File: src/sv/lsmr_pkg.sv
`timescale 1ns / 1ps

package lsmr_pkg;

  // Widths of the channel fields and of the configuration port.
  localparam int IN_RANGE_W  = 16;
  localparam int OUT_RANGE_W = 16;
  localparam int CFG_DATA_W  = 16;
  localparam int CFG_IDX_W   = 3;
  localparam int HALF_W_W    = 15;
  localparam int NUM_SECTORS = 4;

  // Configuration register indexes.
  typedef enum logic [CFG_IDX_W-1:0] {
    CFG_FIRST_ANGLE = 3'd0,
    CFG_ANGLE_STEP  = 3'd1,
    CFG_HALF_WIDTH  = 3'd2,
    CFG_MIN_RANGE   = 3'd3,
    CFG_MAX_RANGE   = 3'd4
  } cfg_idx_t;

  // Register values after reset.
  localparam logic [15:0]         RST_FIRST_ANGLE = 16'h8000;
  localparam logic [15:0]         RST_ANGLE_STEP  = 16'd182;
  localparam logic [HALF_W_W-1:0] RST_HALF_WIDTH  = 15'd1820;
  localparam logic [15:0]         RST_MIN_RANGE   = 16'd120;
  localparam logic [15:0]         RST_MAX_RANGE   = 16'd12000;

  // Configuration register file contents, at the widths of the register map.
  typedef struct packed {
    logic [15:0]         first_angle;
    logic [15:0]         angle_step;
    logic [HALF_W_W-1:0] half_width;
    logic [15:0]         min_range;
    logic [15:0]         max_range;
  } cfg_regs_t;

endpackage

File: src/sv/lsmr_if.sv
`timescale 1ns / 1ps

// Sample channel: one laser range sample per item.
interface lsmr_in_if;
  import lsmr_pkg::*;

  logic                  valid;
  logic                  ready;
  logic [IN_RANGE_W-1:0] range_mm;
  logic                  not_finite;
  logic                  last_sample;

  modport source (output valid, output range_mm, output not_finite, output last_sample,
                  input ready);
  modport sink   (input valid, input range_mm, input not_finite, input last_sample,
                  output ready);
endinterface

// Result channel: the four sector minima of one scan per item.
interface lsmr_out_if;
  import lsmr_pkg::*;

  logic                   valid;
  logic                   ready;
  logic [OUT_RANGE_W-1:0] front_mm;
  logic [OUT_RANGE_W-1:0] right_mm;
  logic [OUT_RANGE_W-1:0] left_mm;
  logic [OUT_RANGE_W-1:0] back_mm;

  modport source (output valid, output front_mm, output right_mm, output left_mm,
                  output back_mm, input ready);
  modport sink   (input valid, input front_mm, input right_mm, input left_mm,
                  input back_mm, output ready);
endinterface

File: src/sv/lsmr_cfg.sv
`timescale 1ns / 1ps

module lsmr_cfg (
  input  logic                             clk,
  input  logic                             rst_n,
  input  logic                             cfg_we,
  input  logic [lsmr_pkg::CFG_IDX_W-1:0]   cfg_idx,
  input  logic [lsmr_pkg::CFG_DATA_W-1:0]  cfg_data,
  output lsmr_pkg::cfg_regs_t              regs
);
  import lsmr_pkg::*;

  cfg_regs_t regs_r;
  cfg_regs_t regs_nxt;

  // Decode a write into the addressed register; unknown indexes are dropped.
  always_comb begin
    regs_nxt = regs_r;
    if (cfg_we) begin
      case (cfg_idx)
        CFG_FIRST_ANGLE: regs_nxt.first_angle = cfg_data;
        CFG_ANGLE_STEP:  regs_nxt.angle_step  = cfg_data;
        CFG_HALF_WIDTH:  regs_nxt.half_width  = cfg_data[HALF_W_W-1:0];
        CFG_MIN_RANGE:   regs_nxt.min_range   = cfg_data;
        CFG_MAX_RANGE:   regs_nxt.max_range   = cfg_data;
        default:         regs_nxt = regs_r;
      endcase
    end
  end

  always_ff @(posedge clk) begin
    if (!rst_n) begin
      regs_r.first_angle <= RST_FIRST_ANGLE;
      regs_r.angle_step  <= RST_ANGLE_STEP;
      regs_r.half_width  <= RST_HALF_WIDTH;
      regs_r.min_range   <= RST_MIN_RANGE;
      regs_r.max_range   <= RST_MAX_RANGE;
    end else begin
      regs_r <= regs_nxt;
    end
  end

  assign regs = regs_r;

endmodule

File: src/sv/lsmr_sector.sv
`timescale 1ns / 1ps

module lsmr_sector #(
  parameter int                    RANGE_BITS = 16,
  parameter int                    ANGLE_BITS = 16,
  parameter logic [ANGLE_BITS-1:0] CENTRE     = '0
) (
  input  logic [ANGLE_BITS-1:0]           angle,
  input  logic                            range_ok,
  input  logic [RANGE_BITS-1:0]           range_val,
  input  logic [lsmr_pkg::HALF_W_W-1:0]   half_width,
  input  logic [RANGE_BITS-1:0]           min_cur,
  input  logic                            hit_cur,
  output logic [RANGE_BITS-1:0]           min_nxt,
  output logic                            hit_nxt
);
  import lsmr_pkg::*;

  logic [ANGLE_BITS-1:0]          diff;
  logic [ANGLE_BITS-1:0]          mag;
  logic [ANGLE_BITS+HALF_W_W-1:0] mag_ext;
  logic [ANGLE_BITS+HALF_W_W-1:0] hw_ext;
  logic                           counts;

  // Wrapped difference to the sector centre, folded to its magnitude.
  // A half-turn difference folds onto itself and keeps the top bit set.
  assign diff = angle - CENTRE;
  assign mag  = diff[ANGLE_BITS-1] ? (~diff + {{(ANGLE_BITS-1){1'b0}}, 1'b1}) : diff;

  assign mag_ext = {{HALF_W_W{1'b0}}, mag};
  assign hw_ext  = {{ANGLE_BITS{1'b0}}, half_width};
  assign counts  = range_ok && (mag_ext <= hw_ext);

  // Keep the smallest counted range and note that the sector was hit.
  always_comb begin
    min_nxt = min_cur;
    hit_nxt = hit_cur;
    if (counts) begin
      hit_nxt = 1'b1;
      if (range_val < min_cur) begin
        min_nxt = range_val;
      end
    end
  end

endmodule

File: src/sv/lidar_sector_min_range_unit.sv
`timescale 1ns / 1ps

// Nearest-obstacle finder for a laser scan. Each sample item carries a range in
// millimetres and is given a binary angle that starts at the first-sample angle
// register and grows by angle_step per sample (2^ANGLE_BITS units per turn). Four
// sectors centred front, right, left and back keep the smallest range within
// [min_range, max_range] whose wrapped angle lies within half_width of the centre;
// not-finite samples count nowhere but still advance the angle. The sample flagged
// last_sample ends the scan: one result item with the four minima follows
// (max_range for an empty sector) and the sector state and angle restart. The unit
// accepts one sample per clock; a last sample passes through the input register and
// then loads the result register. The rate is set by the update of the sector minima
// and the angle accumulator, which every sample reads and writes. A result
// waiting at the output does not stop samples of the next scan; only a second
// last sample stalls until the pending result is taken. Writing the first-sample
// angle reloads the angle at once; configure only while the unit is idle.
module lidar_sector_min_range_unit #(
  parameter int RANGE_BITS = 16,
  parameter int ANGLE_BITS = 16
) (
  input  logic                             clk,
  input  logic                             rst_n,
  lsmr_in_if.sink                          in_ch,
  lsmr_out_if.source                       out_ch,
  input  logic                             cfg_we,
  input  logic [lsmr_pkg::CFG_IDX_W-1:0]   cfg_idx,
  input  logic [lsmr_pkg::CFG_DATA_W-1:0]  cfg_data
);
  import lsmr_pkg::*;

  localparam int SEC_FRONT = 0;
  localparam int SEC_RIGHT = 1;
  localparam int SEC_LEFT  = 2;
  localparam int SEC_BACK  = 3;

  localparam logic [ANGLE_BITS-1:0] CTR_FRONT = '0;
  localparam logic [ANGLE_BITS-1:0] CTR_LEFT  = {2'b01, {(ANGLE_BITS-2){1'b0}}};
  localparam logic [ANGLE_BITS-1:0] CTR_BACK  = {2'b10, {(ANGLE_BITS-2){1'b0}}};
  localparam logic [ANGLE_BITS-1:0] CTR_RIGHT = {2'b11, {(ANGLE_BITS-2){1'b0}}};
  localparam logic [ANGLE_BITS-1:0] CENTRES [NUM_SECTORS] =
    '{CTR_FRONT, CTR_RIGHT, CTR_LEFT, CTR_BACK};

  cfg_regs_t regs;

  // Input register.
  logic                  s1_valid_r;
  logic [RANGE_BITS-1:0] s1_range_r;
  logic                  s1_bad_r;
  logic                  s1_last_r;

  // Scan state.
  logic [ANGLE_BITS-1:0] angle_r;
  logic [RANGE_BITS-1:0] min_r [NUM_SECTORS];
  logic                  hit_r [NUM_SECTORS];
  logic [RANGE_BITS-1:0] min_nxt [NUM_SECTORS];
  logic                  hit_nxt [NUM_SECTORS];

  // Result register.
  logic                   out_valid_r;
  logic [OUT_RANGE_W-1:0] out_mm_r [NUM_SECTORS];

  // Configuration widened or trimmed to the internal formats.
  logic [RANGE_BITS+IN_RANGE_W-1:0] in_range_ext;
  logic [RANGE_BITS+15:0]           min_rng_ext;
  logic [RANGE_BITS+15:0]           max_rng_ext;
  logic [ANGLE_BITS+15:0]           start_ext;
  logic [ANGLE_BITS+15:0]           step_ext;
  logic [ANGLE_BITS+CFG_DATA_W-1:0] load_ext;
  logic [RANGE_BITS-1:0]            min_rng;
  logic [RANGE_BITS-1:0]            max_rng;
  logic [ANGLE_BITS-1:0]            start_ang;
  logic [ANGLE_BITS-1:0]            step_ang;
  logic [ANGLE_BITS-1:0]            load_ang;
  logic                             start_load;

  logic in_fire;
  logic proc_fire;
  logic range_ok;

  // Fit an internal range value to the result field width.
  function automatic logic [OUT_RANGE_W-1:0] sector_out(input logic [RANGE_BITS-1:0] v);
    logic [RANGE_BITS+OUT_RANGE_W-1:0] ext;
    ext = {{OUT_RANGE_W{1'b0}}, v};
    return ext[OUT_RANGE_W-1:0];
  endfunction

  lsmr_cfg u_cfg (
    .clk      (clk),
    .rst_n    (rst_n),
    .cfg_we   (cfg_we),
    .cfg_idx  (cfg_idx),
    .cfg_data (cfg_data),
    .regs     (regs)
  );

  assign in_range_ext = {{RANGE_BITS{1'b0}}, in_ch.range_mm};
  assign min_rng_ext  = {{RANGE_BITS{1'b0}}, regs.min_range};
  assign max_rng_ext  = {{RANGE_BITS{1'b0}}, regs.max_range};
  assign start_ext    = {{ANGLE_BITS{1'b0}}, regs.first_angle};
  assign step_ext     = {{ANGLE_BITS{1'b0}}, regs.angle_step};
  assign load_ext     = {{ANGLE_BITS{1'b0}}, cfg_data};
  assign min_rng      = min_rng_ext[RANGE_BITS-1:0];
  assign max_rng      = max_rng_ext[RANGE_BITS-1:0];
  assign start_ang    = start_ext[ANGLE_BITS-1:0];
  assign step_ang     = step_ext[ANGLE_BITS-1:0];
  assign load_ang     = load_ext[ANGLE_BITS-1:0];
  assign start_load   = cfg_we && (cfg_idx == CFG_FIRST_ANGLE);

  // Handshake: the held sample moves on unless it is a last sample that
  // would overwrite a result nobody has taken yet.
  assign proc_fire   = s1_valid_r && (!s1_last_r || !out_valid_r || out_ch.ready);
  assign in_ch.ready = !s1_valid_r || proc_fire;
  assign in_fire     = in_ch.valid && in_ch.ready;

  always_ff @(posedge clk) begin
    if (!rst_n) begin
      s1_valid_r <= 1'b0;
    end else if (in_ch.ready) begin
      s1_valid_r <= in_ch.valid;
    end
  end

  always_ff @(posedge clk) begin
    if (in_fire) begin
      s1_range_r <= in_range_ext[RANGE_BITS-1:0];
      s1_bad_r   <= in_ch.not_finite;
      s1_last_r  <= in_ch.last_sample;
    end
  end

  // Range gate shared by all sectors.
  assign range_ok = !s1_bad_r && (s1_range_r >= min_rng) && (s1_range_r <= max_rng);

  // One compare-and-keep unit per sector.
  for (genvar s = 0; s < NUM_SECTORS; s++) begin : g_sector
    lsmr_sector #(
      .RANGE_BITS (RANGE_BITS),
      .ANGLE_BITS (ANGLE_BITS),
      .CENTRE     (CENTRES[s])
    ) u_sector (
      .angle      (angle_r),
      .range_ok   (range_ok),
      .range_val  (s1_range_r),
      .half_width (regs.half_width),
      .min_cur    (min_r[s]),
      .hit_cur    (hit_r[s]),
      .min_nxt    (min_nxt[s]),
      .hit_nxt    (hit_nxt[s])
    );
  end

  // Scan state: update per sample, restart after the last one.
  always_ff @(posedge clk) begin
    if (!rst_n) begin
      angle_r <= start_ang;
      for (int s = 0; s < NUM_SECTORS; s++) begin
        min_r[s] <= '1;
        hit_r[s] <= 1'b0;
      end
    end else begin
      if (proc_fire) begin
        if (s1_last_r) begin
          angle_r <= start_ang;
          for (int s = 0; s < NUM_SECTORS; s++) begin
            min_r[s] <= '1;
            hit_r[s] <= 1'b0;
          end
        end else begin
          angle_r <= angle_r + step_ang;
          for (int s = 0; s < NUM_SECTORS; s++) begin
            min_r[s] <= min_nxt[s];
            hit_r[s] <= hit_nxt[s];
          end
        end
      end
      if (start_load) begin
        angle_r <= load_ang;
      end
    end
  end

  // Result register: loaded by a last sample, freed when taken.
  always_ff @(posedge clk) begin
    if (!rst_n) begin
      out_valid_r <= 1'b0;
    end else if (proc_fire && s1_last_r) begin
      out_valid_r <= 1'b1;
    end else if (out_ch.ready) begin
      out_valid_r <= 1'b0;
    end
  end

  always_ff @(posedge clk) begin
    if (proc_fire && s1_last_r) begin
      for (int s = 0; s < NUM_SECTORS; s++) begin
        out_mm_r[s] <= sector_out(hit_nxt[s] ? min_nxt[s] : max_rng);
      end
    end
  end

  assign out_ch.valid    = out_valid_r;
  assign out_ch.front_mm = out_mm_r[SEC_FRONT];
  assign out_ch.right_mm = out_mm_r[SEC_RIGHT];
  assign out_ch.left_mm  = out_mm_r[SEC_LEFT];
  assign out_ch.back_mm  = out_mm_r[SEC_BACK];

endmodule

File: src/flat_wrapper.sv
// flat-port wrapper written by rule: the top's interface ports become plain ports
module lidar_sector_min_range_unit_flat import lsmr_pkg::*;
#(
  parameter int RANGE_BITS = 16,
  parameter int ANGLE_BITS = 16
)
  (clk, rst_n, cfg_we, cfg_idx, cfg_data, in_ch_valid, in_ch_range_mm, in_ch_not_finite, in_ch_last_sample, in_ch_ready, out_ch_valid, out_ch_front_mm, out_ch_right_mm, out_ch_left_mm, out_ch_back_mm, out_ch_ready);
  lsmr_in_if in_ch_i ();
  lsmr_out_if out_ch_i ();
  input  logic clk;
  input  logic rst_n;
  input  logic cfg_we;
  input  logic [lsmr_pkg::CFG_IDX_W-1:0] cfg_idx;
  input  logic [lsmr_pkg::CFG_DATA_W-1:0] cfg_data;
  input wire logic [$bits(in_ch_i.valid)-1:0] in_ch_valid;
  input wire logic [$bits(in_ch_i.range_mm)-1:0] in_ch_range_mm;
  input wire logic [$bits(in_ch_i.not_finite)-1:0] in_ch_not_finite;
  input wire logic [$bits(in_ch_i.last_sample)-1:0] in_ch_last_sample;
  output wire logic [$bits(in_ch_i.ready)-1:0] in_ch_ready;
  output wire logic [$bits(out_ch_i.valid)-1:0] out_ch_valid;
  output wire logic [$bits(out_ch_i.front_mm)-1:0] out_ch_front_mm;
  output wire logic [$bits(out_ch_i.right_mm)-1:0] out_ch_right_mm;
  output wire logic [$bits(out_ch_i.left_mm)-1:0] out_ch_left_mm;
  output wire logic [$bits(out_ch_i.back_mm)-1:0] out_ch_back_mm;
  input wire logic [$bits(out_ch_i.ready)-1:0] out_ch_ready;
  assign in_ch_i.valid = in_ch_valid;
  assign in_ch_i.range_mm = in_ch_range_mm;
  assign in_ch_i.not_finite = in_ch_not_finite;
  assign in_ch_i.last_sample = in_ch_last_sample;
  assign in_ch_ready = in_ch_i.ready;
  assign out_ch_valid = out_ch_i.valid;
  assign out_ch_front_mm = out_ch_i.front_mm;
  assign out_ch_right_mm = out_ch_i.right_mm;
  assign out_ch_left_mm = out_ch_i.left_mm;
  assign out_ch_back_mm = out_ch_i.back_mm;
  assign out_ch_i.ready = out_ch_ready;
  lidar_sector_min_range_unit #(.RANGE_BITS(RANGE_BITS), .ANGLE_BITS(ANGLE_BITS)) u_core (.clk(clk), .rst_n(rst_n), .in_ch(in_ch_i), .out_ch(out_ch_i), .cfg_we(cfg_we), .cfg_idx(cfg_idx), .cfg_data(cfg_data));
endmodule
File: config.mk
export PLATFORM = sky130hd
export DESIGN_NAME = lidar_sector_min_range_unit_flat
export DESIGN_NICKNAME = d
export VERILOG_FILES = /design/src/sv/lsmr_pkg.sv /design/src/sv/lsmr_if.sv /design/src/sv/lsmr_cfg.sv /design/src/sv/lsmr_sector.sv /design/src/sv/lidar_sector_min_range_unit.sv /design/src/flat_wrapper.sv
export SDC_FILE = /design/constraint.sdc
export NUM_CORES = 1
export LEC_CHECK = 0
export CAP_MARGIN = 20
export CORE_ASPECT_RATIO = 0.5
export CORE_UTILIZATION = 59
export DETAILED_ROUTE_END_ITERATION = 8
export DONT_BUFFER_PORTS = 1
export GPL_TIMING_DRIVEN = 0
export MAX_ROUTING_LAYER = met4
export PLACE_DENSITY_LB_ADDON = 0.12
export SYNTH_ARGS = -nofsm -noshare
export SYNTH_HDL_FRONTEND = slang
export SYNTH_HIERARCHICAL = 1
export SYNTH_SLANG_ARGS = --single-unit
File: constraint.sdc
create_clock -name clk -period 4.37 [get_ports clk]
set_input_delay 0.2185 -clock clk [delete_from_list [all_inputs] [get_ports clk]]
set_output_delay 0.2185 -clock clk [all_outputs]
set_load 0.1 [all_outputs]
# == Yosys cells after proc, flatten, opt, wreduce, memory -nomap -nowiden ==
# Memory sizes are Yosys's and may differ from the RTL's.
# Index checks and enable logic that the tools add are counted.
# totals
reg_bits,115
memories,3
mem_bits_rw,132
word_cells,134
out_inout_bits,66
in_bits,42
# classes
bitwise_logic,20
reduce_logical,24
eq_ne,5
muxes,53
n_addsub,8
magnitude_cmp,10
# mem_list
memory,depth,word_bits,rd,rd_ports_with_merged_regs,wr,line_no,source
u_core.min_r,4,16,4,0,4,lidar_sector_min_range_unit.sv:53,logic [RANGE_BITS-1:0] min_r [NUM_SECTORS];
u_core.out_mm_r,4,16,4,0,4,lidar_sector_min_range_unit.sv:60,logic [OUT_RANGE_W-1:0] out_mm_r [NUM_SECTORS];
u_core.hit_r,4,1,4,0,4,lidar_sector_min_range_unit.sv:54,logic hit_r [NUM_SECTORS];
# op_table
op,n
two-way mux 16 bit,28
adder 16 x 1 -> 16 bit (second input constant),4
less-or-equal comparator 16 x 15 -> 1 bit,4
less-than comparator 16 bit,4
inverter 16 bit,4
subtractor 16 bit (second input constant),2
two-way mux 1 bit,25
adder 16 bit,1
greater-or-equal comparator 16 bit,1
less-or-equal comparator 16 bit,1
bitwise OR 1 bit,16
subtractor 16 x 15 -> 16 bit (second input constant),1
logical AND 1 bit,10
AND reduction 2 bit,5
== test 3 x 2 -> 1 bit (second input constant),2
zero test 1 bit,4
== test 3 x 1 -> 1 bit (second input constant),1
== test 3 bit (second input constant),1
zero test 3 bit,1
logical OR 1 bit,3
!= test 3 x 1 -> 1 bit (second input constant),1
nonzero test 2 bit,1

# == Depth between registers and ports, before layout ==
# Gate-level depths: netlist (run 1).
# logic_depth
word_depth,9
depth_mapped,18

# == Modules after synthesis ==
# The synthesis (run 1) kept the hierarchy.
# modules_own_cells
mod,cells_each,area_each_um2,seq_area_each_um2,n_inst
lidar_sector_min_range_unit,659,7845.0,4854.7,1
lsmr_cfg,295,3105.5,1581.5,1
lsmr_sector at u_core.g_sector[1].u_sector,170,1388.8,0.0,1
lsmr_sector at u_core.g_sector[2].u_sector,169,1338.8,0.0,1
lsmr_sector at u_core.g_sector[0].u_sector,169,1318.8,0.0,1
lsmr_sector at u_core.g_sector[3].u_sector,174,1310.0,0.0,1

# == Least setup slack after synthesis (run 1) ==
# Ideal clock, no wire load.
# synth_path
path_type,register to register
startpoint,register u_core.angle_r[1]
endpoint,"memory u_core.min_r[0][14], data pin"
setup_slack_ns,-0.430
arrival_time_ns,4.538
n_path_buf,1
setup_time_ns,0.262
path_stages_with_launch,15
cell_sequence,edfxtp_1 -> or3_4 -> or3b_1 -> or4_4 -> o41ai_1 -> xnor2_1 -> ha_1 -> nand3_1 -> nor2_1 -> a2111oi_0 -> a31oi_1 -> nor4_4 -> buf_8 -> mux2_4 -> or2_2
# synth_lines
element,line_no,source
"start, declared",lidar_sector_min_range_unit.sv:52,logic [ANGLE_BITS-1:0] angle_r;
"start signal, assigned",lidar_sector_min_range_unit.sv:155,angle_r <= start_ang;
"start signal, assigned",lidar_sector_min_range_unit.sv:163,angle_r <= start_ang;
"start signal, assigned",lidar_sector_min_range_unit.sv:169,angle_r <= angle_r + step_ang;
"end, declared",lidar_sector_min_range_unit.sv:53,

==> results of run 1 <==
worst max-delay path, delay by kind of cell, from the launching register on:
family	cells	cell delay [ns]
xor gates and xnor gates	1	0.14
adders and majority gates	1	0.37
and+or+nand+nor	5	1.81
AOI/OAI and AO/OA	4	1.00
muxes	1	0.30
buffers and inverters	2	0.34
DFF	1	0.54
flip-flops by register name (all words and copies together), names as in the netlist:
name                 cells
u_core/u_cfg/regs       79
u_core/min_r            64
u_core/s1_valid_r        1
u_core/out_ch.valid      1
u_core/angle_r          16
u_core/s1_bad_r          1
u_core/out_mm_r         64
u_core/hit_r             4
u_core/s1_last_r         1
u_core/s1_range_r       16
final cells by class:
| cell class | count | area, sq um | share of cell area |
|---|---|---|---|
| clock inverters | 11 | 86.33 | 0.004476 |
| well taps | 352 | 440.4 | 0.02283 |
| repair buffers | 119 | 1106 | 0.05735 |
| plain buffers | 52 | 340.3 | 0.01765 |
| clock buffers | 33 | 669.4 | 0.03471 |
| flip-flops and latches | 247 | 6436 | 0.3337 |
| multi-input cells | 1168 | 9573 | 0.4963 |
| inverters | 168 | 635.6 | 0.03296 |
cell usage in the layout (no fill, tap or decap), drive strengths merged, types with 10 or more instances in the layout:
| cell | count |
|---|---|
| a211oi | 12 |
| a21o | 28 |
| a21oi | 90 |
| buf | 107 |
| clkbuf | 62 |
| dfxtp | 98 |
| dlygate4sd3 | 35 |
| edfxtp | 149 |
| ha | 171 |
| inv | 169 |
| mux2 | 69 |
| mux2i | 80 |
| nand2 | 190 |
| nand2b | 14 |
| nand3 | 18 |
| nand4 | 24 |
| nor2 | 66 |
| nor2b | 43 |
| nor3 | 17 |
| nor4 | 11 |
| o21ai | 103 |
| o22a | 16 |
| o22ai | 10 |
| or2 | 51 |
| xnor2 | 30 |
| xor2 | 37 |
power breakdown:
part,internal [uW],leakage (uW),switching [uW],total (uW)
sequential,2550,0.00208,255,2810
clock,1140,0.000373,883,2020
combinational,595,0.00606,809,1400
total,4280,0.00852,1950,6230
through the flow:
step / power [uW] / instance area [sq um]
after global routing: 6454 / 19290
after global placement: 3883 / 16790
after detailed placement: 3939 / 16840
after floorplan: 3616 / 16350
final: 6231 / 19290
after CTS: 6065 / 18440
logic make-up (layout without fill, tap and decap cells):
logic type | count (synthesis) | after routing | share of synthesized area
simple gates | 461 | 461 | 0.1475
xor+xnor | 67 | 67 | 0.03599
mux | 149 | 149 | 0.1060
flops | 247 | 247 | 0.3947
compound gates | 319 | 319 | 0.1245
buf+inv | 221 | 383 | 0.05885
fa+ha+maj | 172 | 172 | 0.1324
metal layers:
| metal | track usage | routed length (microns) |
|---|---|---|
| met3 | 0.05981 | 5229 |
| met4 | 0.1121 | 1753 |
| met5 | - | 0 |
| met2 | 0.5428 | 22040 |
| met1 | 0.4680 | 20400 |
path summary, 6_finish.rpt:
check / startpoint / slack (ns) / endpoint
max: u_core/angle_r[0] / -0.40 / u_core/min_r[0][13]
min: cfg_data[7] / 0.01 / u_core/angle_r[7]
max reg2reg: u_core/angle_r[0] / -0.40 / u_core/min_r[0][13]
min reg2reg: u_core/u_cfg/regs[27] / 0.46 / u_core/u_cfg/regs[27]
timing repair:
action	4_1_cts	5_1_grt
buffers inserted	35	45
setup endpoints to repair	103	123
gates cloned	1	1
hold buffers	35	0
gates resized for setup	32	159
pin swaps	12	29
hold endpoints to repair	88	0
==> results.sh, run 1 <==
export IMPL_syn_inst=1636
export IMPL_setup_viol_count_final=76
export IMPL_postRouteAntennaNets=0
export IMPL_yosysUniqueCellTypes=86
export IMPL_vias_per_cell=6.216
export IMPL_dp_cells=1991
export IMPL_wl_microns=49410
export IMPL_max_cap_viol_count=0
export IMPL_clk_latency_ns=0.53
export IMPL_area_growth_pct=18.28
export IMPL_layout_nets=1994
export IMPL_track_usage=0.3493
export IMPL_diodes=0
export IMPL_yosysMostFrequentCell="nand2_1"
export IMPL_rr_worst_depth=14
export IMPL_hp_class="input port to flip-flop"
export IMPL_ios=108
export IMPL_syn_nets=1850
export IMPL_grt_max_degree=34
export IMPL_h_tree_depth=1
export IMPL_synth_seq_cells=247
export IMPL_ys_flop_type="edfxtp_1"
export IMPL_portBuffers=0
export IMPL_wl_per_cell_microns=22.98
export IMPL_grt_pass1_vias=12740
export IMPL_cts_clk_slew_worst_paths_ns=0.07
export IMPL_syn_area_sq_um=16310
export IMPL_worstPathArrival_ns=5.04
export IMPL_cp_max_fo=5
export IMPL_synth_top_area_share=0.2744
export IMPL_synthTopCellsByArea="edfxtp_1 (27%), ha_1 (13%), dfxtp_1 (12%), mux2i_1 (4.9%), nand2_1 (4.4%)"
export IMPL_path_class="flip-flop to flip-flop"
export IMPL_die_width_microns=237.1
export IMPL_slew_viol_final=0
export IMPL_status="complete, but fails checks"
export IMPL_gp_congestion=0.9440
export IMPL_clock_path_buffers=3
export IMPL_violations="setup timing"
export IMPL_cpMaxStageDelayCell="edfxtp_1"
export IMPL_required_ns=4.64
export IMPL_numCtsBuffers=24
export IMPL_drtPass1Iterations=5
export IMPL_avgSynthCellArea_sq_um=9.968
export IMPL_worst_hold_slack_ns=0.01028
export IMPL_yosysSeqAreaShare=0.3947
export IMPL_critPathMaxStageDelay_ns=0.54
export IMPL_fin_cells=2150
export IMPL_p_per_area_nw_per_um2=323.1
export IMPL_slew_headroom=0.2681
export IMPL_first_iter_violations=1202
export IMPL_peakVddDrop_mv=0.2964
export IMPL_min_period_over_period=1.091
export IMPL_tightest_slew_ns=1.086
export IMPL_fin_util=0.7197
export IMPL_initial_utilization=0.6085
export IMPL_fillers=1909
export IMPL_fmax_ghz=0.2098
export IMPL_rsz0062_at_grt="yes"
export IMPL_synth_edff_count=149
export IMPL_cp_cell_sequence="or3_4 > or3b_4 > or4_4 > o41ai_4 > xnor2_1 > ha_1 > a21o_1 > a2111oi_4 > a31oi_4 > nor4_4 > buf_4 > clkbuf_16 > mux2_4 > or2_4"
export IMPL_post_place_ws_ns=-1.411
export IMPL_period_needed_ns=4.767
export IMPL_startpoint_type="flip-flop"
export IMPL_end_kind="flip-flop"
export IMPL_grt_overflow_total=0
export IMPL_hold_violations=0
export IMPL_ys_warn_count=6
export IMPL_cellLeakagePower_uw=0.008518
export IMPL_fin_skew_ns=0.01674
export IMPL_yosys_top_cells_count="nand2_1 (189), ha_1 (171), inv_1 (168), edfxtp_1 (149), o21ai_0 (101)"
export IMPL_num_vias=13370
export IMPL_drc=0
export IMPL_cts_tree="built"
export IMPL_cts_root_buf="clkbuf_16"
export IMPL_synth_top_cell_by_area="edfxtp_1"
export IMPL_die_h_microns=119.6
export IMPL_rows=42
export IMPL_drive_gt1_frac=0.2191
export IMPL_synth_async_sr_flop_share=0
export IMPL_grt_pass1_wl_microns=72730
export IMPL_core_sq_um=26800
export IMPL_place_hpwl_microns=32840
export IMPL_min_path_cells=2
export IMPL_dieArea_sq_um=28350
export IMPL_cts_sinks=247
export IMPL_antenna_found_initial=0
export IMPL_setup_ws_ns=-0.3968
export IMPL_setup_tns_ns=-16.71
No activity file was read; power rests on OpenSTA's default activity.
==> run 2: changes to the inputs <==
--- a/config.mk
+++ b/config.mk
@@ -5,6 +5,7 @@
 export SDC_FILE = /design/constraint.sdc
 export NUM_CORES = 1
 export LEC_CHECK = 0
+export ABC_AREA = 1
 export CAP_MARGIN = 20
 export CORE_ASPECT_RATIO = 0.5
 export CORE_UTILIZATION = 59
==> run 2 against run 1 <==
Flip-flop and latch count is the same; worst setup slack improved by 0.65 ns; hold slack improved by 0.0036 ns; wire length is 6.0% higher; clock power rose by 5%; via count grew 22%; area after synthesis is 11% higher; cell area is 3.4% higher; the flow now finishes without violations; non-clock buffer count down 46; highest routed layer unchanged; first-iteration DRC count grew 26%; maximum frequency is 16% higher; sequential power rose by 2%.
==> results.sh, run 2 <==
export IMPL_setup_viol_count_final=0
export IMPL_ios=108
export IMPL_synthXorXnorAreaFrac=0.02658
export IMPL_grt_busiest_layer="met2"
export IMPL_place_hpwl_microns=37290
export IMPL_h_tree_depth=1
export IMPL_p_per_area_nw_per_um2=320.9
export IMPL_grt_pass1_wl_microns=81140
export IMPL_synthTopCellsByArea="edfxtp_1 (25%), nand2_1 (17%), ha_1 (12%), dfxtp_1 (11%), inv_1 (6.5%)"
export IMPL_drc=0
export IMPL_syn_inst=2489
export IMPL_diodes=0
export IMPL_fmax_ghz=0.2429
export IMPL_synth_simple_area_share=0.3240
export IMPL_worstPathArrival_ns=4.36
export IMPL_tightest_slew_ns=1.150
export IMPL_synth_compound_area_frac=0.07945
export IMPL_synthAdderAreaFrac=0.1191
export IMPL_gp_congestion=0.9610
export IMPL_startpoint_type="flip-flop"
export IMPL_grt_max_degree=44
export IMPL_use_met2=0.5356
export IMPL_first_iter_violations=1510
export IMPL_yosysSeqAreaShare=0.3551
export IMPL_min_period_over_period=0.9419
export IMPL_synth_top_area_share=0.2468
export IMPL_synth_top_family_by_area="simple AND/OR/NAND/NOR gates"
export IMPL_synth_async_sr_flop_share=0
export IMPL_clk_latency_ns=0.54
export IMPL_area_growth_pct=10.06
export IMPL_clock_path_buffers=3
export IMPL_hold_violations=0
export IMPL_cts_clk_slew_worst_paths_ns=0.07
export IMPL_rows=44
export IMPL_synth_top_cell_by_area="edfxtp_1"
export IMPL_synth_seq_cells=247
export IMPL_path_class="flip-flop to flip-flop"
export IMPL_slew_headroom=0.2309
export IMPL_end_kind="flip-flop"
export IMPL_ys_flop_type="edfxtp_1"
export IMPL_hp_class="input port to flip-flop"
export IMPL_drtPass1Iterations=8
export IMPL_dieArea_sq_um=31470
export IMPL_wl_per_cell_microns=17.60
export IMPL_initial_utilization=0.6120
export IMPL_cellLeakagePower_uw=0.01008
export IMPL_final_common_cell="nand2_1"
export IMPL_grt_overflow_total=0
export IMPL_setup_ws_ns=0.2538
export IMPL_r2r_slack_ns=0.25
export IMPL_numCtsBuffers=24
export IMPL_power_total_uw=6402
export IMPL_yosysUniqueCellTypes=51
export IMPL_num_vias=16350
export IMPL_cp_max_fo=10
export IMPL_worst_hold_slack_ns=0.01386
export IMPL_antenna_found_initial=0
export IMPL_layout_nets=2780
export IMPL_syn_nets=2703
export IMPL_wl_microns=52370
export IMPL_cts_tree="built"
export IMPL_syn_area_sq_um=18130
export IMPL_core_sq_um=29620
export IMPL_largest_register_ffs=79
export IMPL_drive_gt1_frac=0.1064
export IMPL_ys_warn_count=6
export IMPL_max_cap_viol_count=0
export IMPL_cts_root_buf="clkbuf_16"
export IMPL_required_ns=4.62
export IMPL_period_needed_ns=4.116
export IMPL_synth_edff_count=149
export IMPL_use_met1=0.4568
export IMPL_cts_sinks=247
export IMPL_die_width_microns=249.9
export IMPL_use_met3=0.05312
export IMPL_fin_skew_ns=0.01250
export IMPL_yosys_top_cells_count="nand2_1 (802), inv_1 (316), nor2_1 (209), nand3_1 (186), ha_1 (171)"
export IMPL_portBuffers=0
export IMPL_post_place_ws_ns=-0.2720
export IMPL_muxShareOfSynthArea=0
export IMPL_peakVddDrop_mv=0.2464
export IMPL_slew_viol_final=0
export IMPL_grt_pass1_vias=14820
export IMPL_yosysMostFrequentCell="nand2_1"
export IMPL_fin_util=0.6735
export IMPL_vias_per_cell=5.496
export IMPL_avgSynthCellArea_sq_um=7.282
export IMPL_postRouteAntennaNets=0
export IMPL_track_usage=0.3434
export IMPL_status="complete, no violations"
export IMPL_final_cell_mix="nand2_1 (802), inv_1 (315), nor2_1 (209)"
export IMPL_die_h_microns=125.9
[run 2: path summary, 6_finish.rpt]
check / from / end / cells after the start
worst min-delay path: cfg_idx[0] / u_core/u_cfg/regs[33] / 4
worst max-delay path: u_core/s1_range_r[15] / u_core/out_mm_r[2][13] / 14
worst max register to register: u_core/s1_range_r[15] / u_core/out_mm_r[2][13] / 14
worst min register to register: u_core/u_cfg/regs[19] / u_core/u_cfg/regs[19] / 2
[run 2: through the flow]
| step | cell area (sq um) | instances | setup TNS (ns) |
|---|---|---|---|
| after detailed placement | 18640 | 2881 | -3.204 |
| after CTS | 19810 | 2962 | 0 |
| after floorplan | 18130 | 2489 | 0 |
| final | 19950 | 2975 | 0 |
| after global routing | 19950 | 2975 | -0.02078 |
| after global placement | 18620 | 2880 | -1.850 |
[run 2: worst max-delay path, cell delays in order, from the launching register on]
cell,delay (ns)
edfxtp_1,0.71
ha_1,0.45
nand2_1,0.05
inv_1,0.06
nand3_1,0.10
nor3_1,0.22
nand3_1,0.10
nand3_1,0.09
nand2_1,0.07
nor2_1,0.77
nand2_2,0.31
buf_6,0.25
nand2_1,0.17
clkbuf_2,0.26
o21ai_0,0.21
[run 2: layout make-up]
type | instances | area (sq um)
inverter | 342 | 1287
clock buffer | 36 | 718.2
timing repair buffer | 51 | 488.0
tap | 391 | 489.2
sequential | 247 | 6436
multi-input combinational | 1826 | 9981
buffer | 74 | 473.0
fill | 2618 | 9669
clock inverter | 8 | 76.32
[run 2: cells by family after synthesis]
logic type / Yosys count
fa+ha+maj: 172
simple gates: 1354
buf+inv: 416
flops: 247
compound gates: 245
xor+xnor: 55
[run 2: repair_timing]
action                                 CTS  global route
hold buffers                            37             0
setup buffers                            0            13
gates resized for setup                  6            28
pin swaps                                0             1
setup endpoints to repair               33            85
endpoints found under the hold margin   77             0
[run 2: per-layer routing]
layer / vias to the layer above / wire, microns
met4: 0 / 1820
met2: 690 / 23170
met1: 7407 / 22770
li1: 8133 / -
met5: - / 0
met3: 121 / 4610
[run 2: power breakdown]
part / leakage (uW) / internal, uW / total, uW / switching [uW]
clock: 0.000382 / 1200 / 2130 / 933
combinational: 0.00761 / 521 / 1390 / 865
sequential: 0.00209 / 2570 / 2880 / 310
==> run 3: changes to the inputs <==
--- a/config.mk
+++ b/config.mk
@@ -6,11 +6,11 @@
 export NUM_CORES = 1
 export LEC_CHECK = 0
 export ABC_AREA = 1
+export BUFFER_PORTS_ARGS = -buffer_cell sky130_fd_sc_hd__buf_2
 export CAP_MARGIN = 20
 export CORE_ASPECT_RATIO = 0.5
-export CORE_UTILIZATION = 59
+export CORE_UTILIZATION = 57
 export DETAILED_ROUTE_END_ITERATION = 8
-export DONT_BUFFER_PORTS = 1
 export GPL_TIMING_DRIVEN = 0
 export MAX_ROUTING_LAYER = met4
 export PLACE_DENSITY_LB_ADDON = 0.12
==> constraint.sdc (replaced) <==
create_clock -name clk -period 4.37 [get_ports clk]
set_input_delay 1.0925 -clock clk [delete_from_list [all_inputs] [get_ports clk]]
set_output_delay 1.0925 -clock clk [all_outputs]
set_load 0.1 [all_outputs]
==> run 3 against run 2 <==
Global-route usage shrank 1.4 points; count of clock-buffer cells in the layout is 7 lower; sequential power down 6%; highest routed layer unchanged; hold slack improved by 0.45 ns; cell area up 1.3%.
==> results.sh, run 3 (synthesized netlist as in run 2, its figures left out) <==
export IMPL_fin_skew_ns=0.01990
export IMPL_layout_nets=2851
export IMPL_slew_headroom=0.4506
export IMPL_dieArea_sq_um=32560
export IMPL_area_growth_pct=11.50
export IMPL_portBuffers=107
export IMPL_grt_overflow_total=0
export IMPL_power_frac_clock=0.342
export IMPL_numCtsBuffers=25
export IMPL_startpoint_type="flip-flop"
export IMPL_cts_root_buf="clkbuf_16"
export IMPL_end_kind="flip-flop"
export IMPL_h_tree_depth=1
export IMPL_num_vias=16700
export IMPL_wl_per_cell_microns=16.98
export IMPL_hp_class="flip-flop to flip-flop"
export IMPL_cpMaxStageDelayCell="edfxtp_1"
export IMPL_setup_ws_ns=0.2415
export IMPL_period_needed_ns=4.128
export IMPL_p_per_area_nw_per_um2=322.7
export IMPL_place_hpwl_microns=38360
export IMPL_r2r_slack_ns=0.24
export IMPL_largest_register_ffs=79
export IMPL_drive_gt1_frac=0.1469
export IMPL_vias_per_cell=5.424
export IMPL_critPathMaxStageDelay_ns=0.53
export IMPL_combPwrFrac=0.243
export IMPL_drc=0
export IMPL_clk_latency_ns=0.55
export IMPL_grt_pass1_vias=14660
export IMPL_required_ns=4.63
export IMPL_fmax_ghz=0.2422
export IMPL_die_width_microns=254.2
export IMPL_hold_violations=0
export IMPL_min_period_over_period=0.9447
export IMPL_clock_path_buffers=3
export IMPL_ios=108
export IMPL_internal_power_uw=4354
export IMPL_wl_microns=52270
export IMPL_seq_power_share=0.416
export IMPL_grt_pass1_wl_microns=79980
export IMPL_cp_max_fo=10
export IMPL_peakVddDrop_mv=0.2434
export IMPL_antenna_found_initial=0
export IMPL_cp_common_cell="nand2_1"
export IMPL_status="complete, no violations"
export IMPL_die_h_microns=128.1
export IMPL_worstPathArrival_ns=4.39
export IMPL_drtPass1Iterations=7
export IMPL_swShare=0.3324
export IMPL_final_common_cell="nand2_1"
export IMPL_slew_viol_final=0
export IMPL_setup_viol_count_final=0
export IMPL_postRouteAntennaNets=0
export IMPL_post_place_ws_ns=-0.3655
export IMPL_gp_congestion=0.9299
export IMPL_final_cell_mix="nand2_1 (802), inv_1 (315), nor2_1 (207)"
export IMPL_diodes=0
export IMPL_path_class="flip-flop to flip-flop"
export IMPL_core_sq_um=30800
export IMPL_initial_utilization=0.5885
export IMPL_p_sw_uw=2168
export IMPL_max_cap_viol_count=0
export IMPL_cts_sinks=247
export IMPL_hold_buffers=0
export IMPL_cts_tree="built"
export IMPL_cp_cell_sequence="inv_1 > ha_1 > nand2_1 > nor3_2 > nand2_1 > o31ai_1 > xor2_1 > ha_1 > a21o_1 > a21oi_1 > nand2_1 > nor2_1 > nand2_4 > nand2_1 > nand2_2 > buf_6 > nand2_1 > clkbuf_2 > o21ai_0"
export IMPL_power_total_uw=6522
export IMPL_first_iter_violations=1579
export IMPL_cts_clk_slew_worst_paths_ns=0.07
export IMPL_grt_max_degree=48
export IMPL_rows=45
export IMPL_cellLeakagePower_uw=0.01039
export IMPL_track_usage=0.3293
export IMPL_tightest_slew_ns=0.8222
export IMPL_fillers=2813
-- run 3: path summary, 6_finish.rpt --
| check | endpoint | cells after the start | start |
|---|---|---|---|
| max | u_core/out_mm_r[2][10] | 19 | u_core/angle_r[1] |
| max reg2reg | u_core/out_mm_r[2][10] | 19 | u_core/angle_r[1] |
| min reg2reg | u_core/u_cfg/regs[21] | 2 | u_core/u_cfg/regs[21] |
| min | u_core/u_cfg/regs[21] | 2 | u_core/u_cfg/regs[21] |
-- run 3: worst max-delay path: cells and delay by family, from the launching register on --
family / cells / cell delay [ns]
xor+xnor: 1 / 0.12
buf+inv: 3 / 0.63
fa+ha+maj: 2 / 0.36
flops: 1 / 0.53
simple gates: 9 / 1.47
compound gates: 4 / 0.75
-- run 3: through the flow --
stage / util / setup TNS (ns) / area (sq um) / instances / hold slack (ns)
2_1_floorplan: - / 0 / 18130 / 2489 / 0.4289
3_3_place_gp: 0.6231 / -4.192 / 19190 / 3019 / 0.4422
3_5_place_dp: 0.6238 / -6.569 / 19210 / 3020 / 0.4441
4_1_cts: 0.6511 / 0 / 20050 / 3065 / 0.4613
5_1_grt: 0.6562 / -0.001445 / 20210 / 3078 / 0.4909
6_report: 0.6562 / 0 / 20210 / 3078 / 0.4622
-- run 3: repair_timing --
action,in CTS,in global routing
endpoints found under the setup margin,34,86
setup buffers,0,13
pin swaps,0,2
resized for setup,8,31
-- run 3: power groups by stage --
stage | Combinational (uW) | Clock [uW] | Sequential (uW)
after floorplan | 1020 | 0 | 2850
after global placement | 1480 | 0 | 2770
after detailed placement | 1510 | 0 | 2770
after CTS | 1520 | 2240 | 2720
after global routing | 1770 | 2340 | 2720
final | 1580 | 2230 | 2710
-- run 3: layout make-up --
cell class	count	area [sq um]	share of cell area
Buffer	74	471.7	0.02334
Clock buffer	29	650.6	0.03219
Clock inverter	16	173.9	0.008605
Inverter	342	1287	0.06370
Multi-Input combinational cell	1826	9996	0.4946
Sequential cell	247	6436	0.3185
Tap cell	423	529.3	0.02619
Timing Repair Buffer	121	665.6	0.03294
-- run 3: metal layers --
layer  track usage  share of wire
met5             -              0
met4       0.08540          0.026
met3       0.05218          0.082
met2        0.5119           0.44
met1        0.4473           0.45
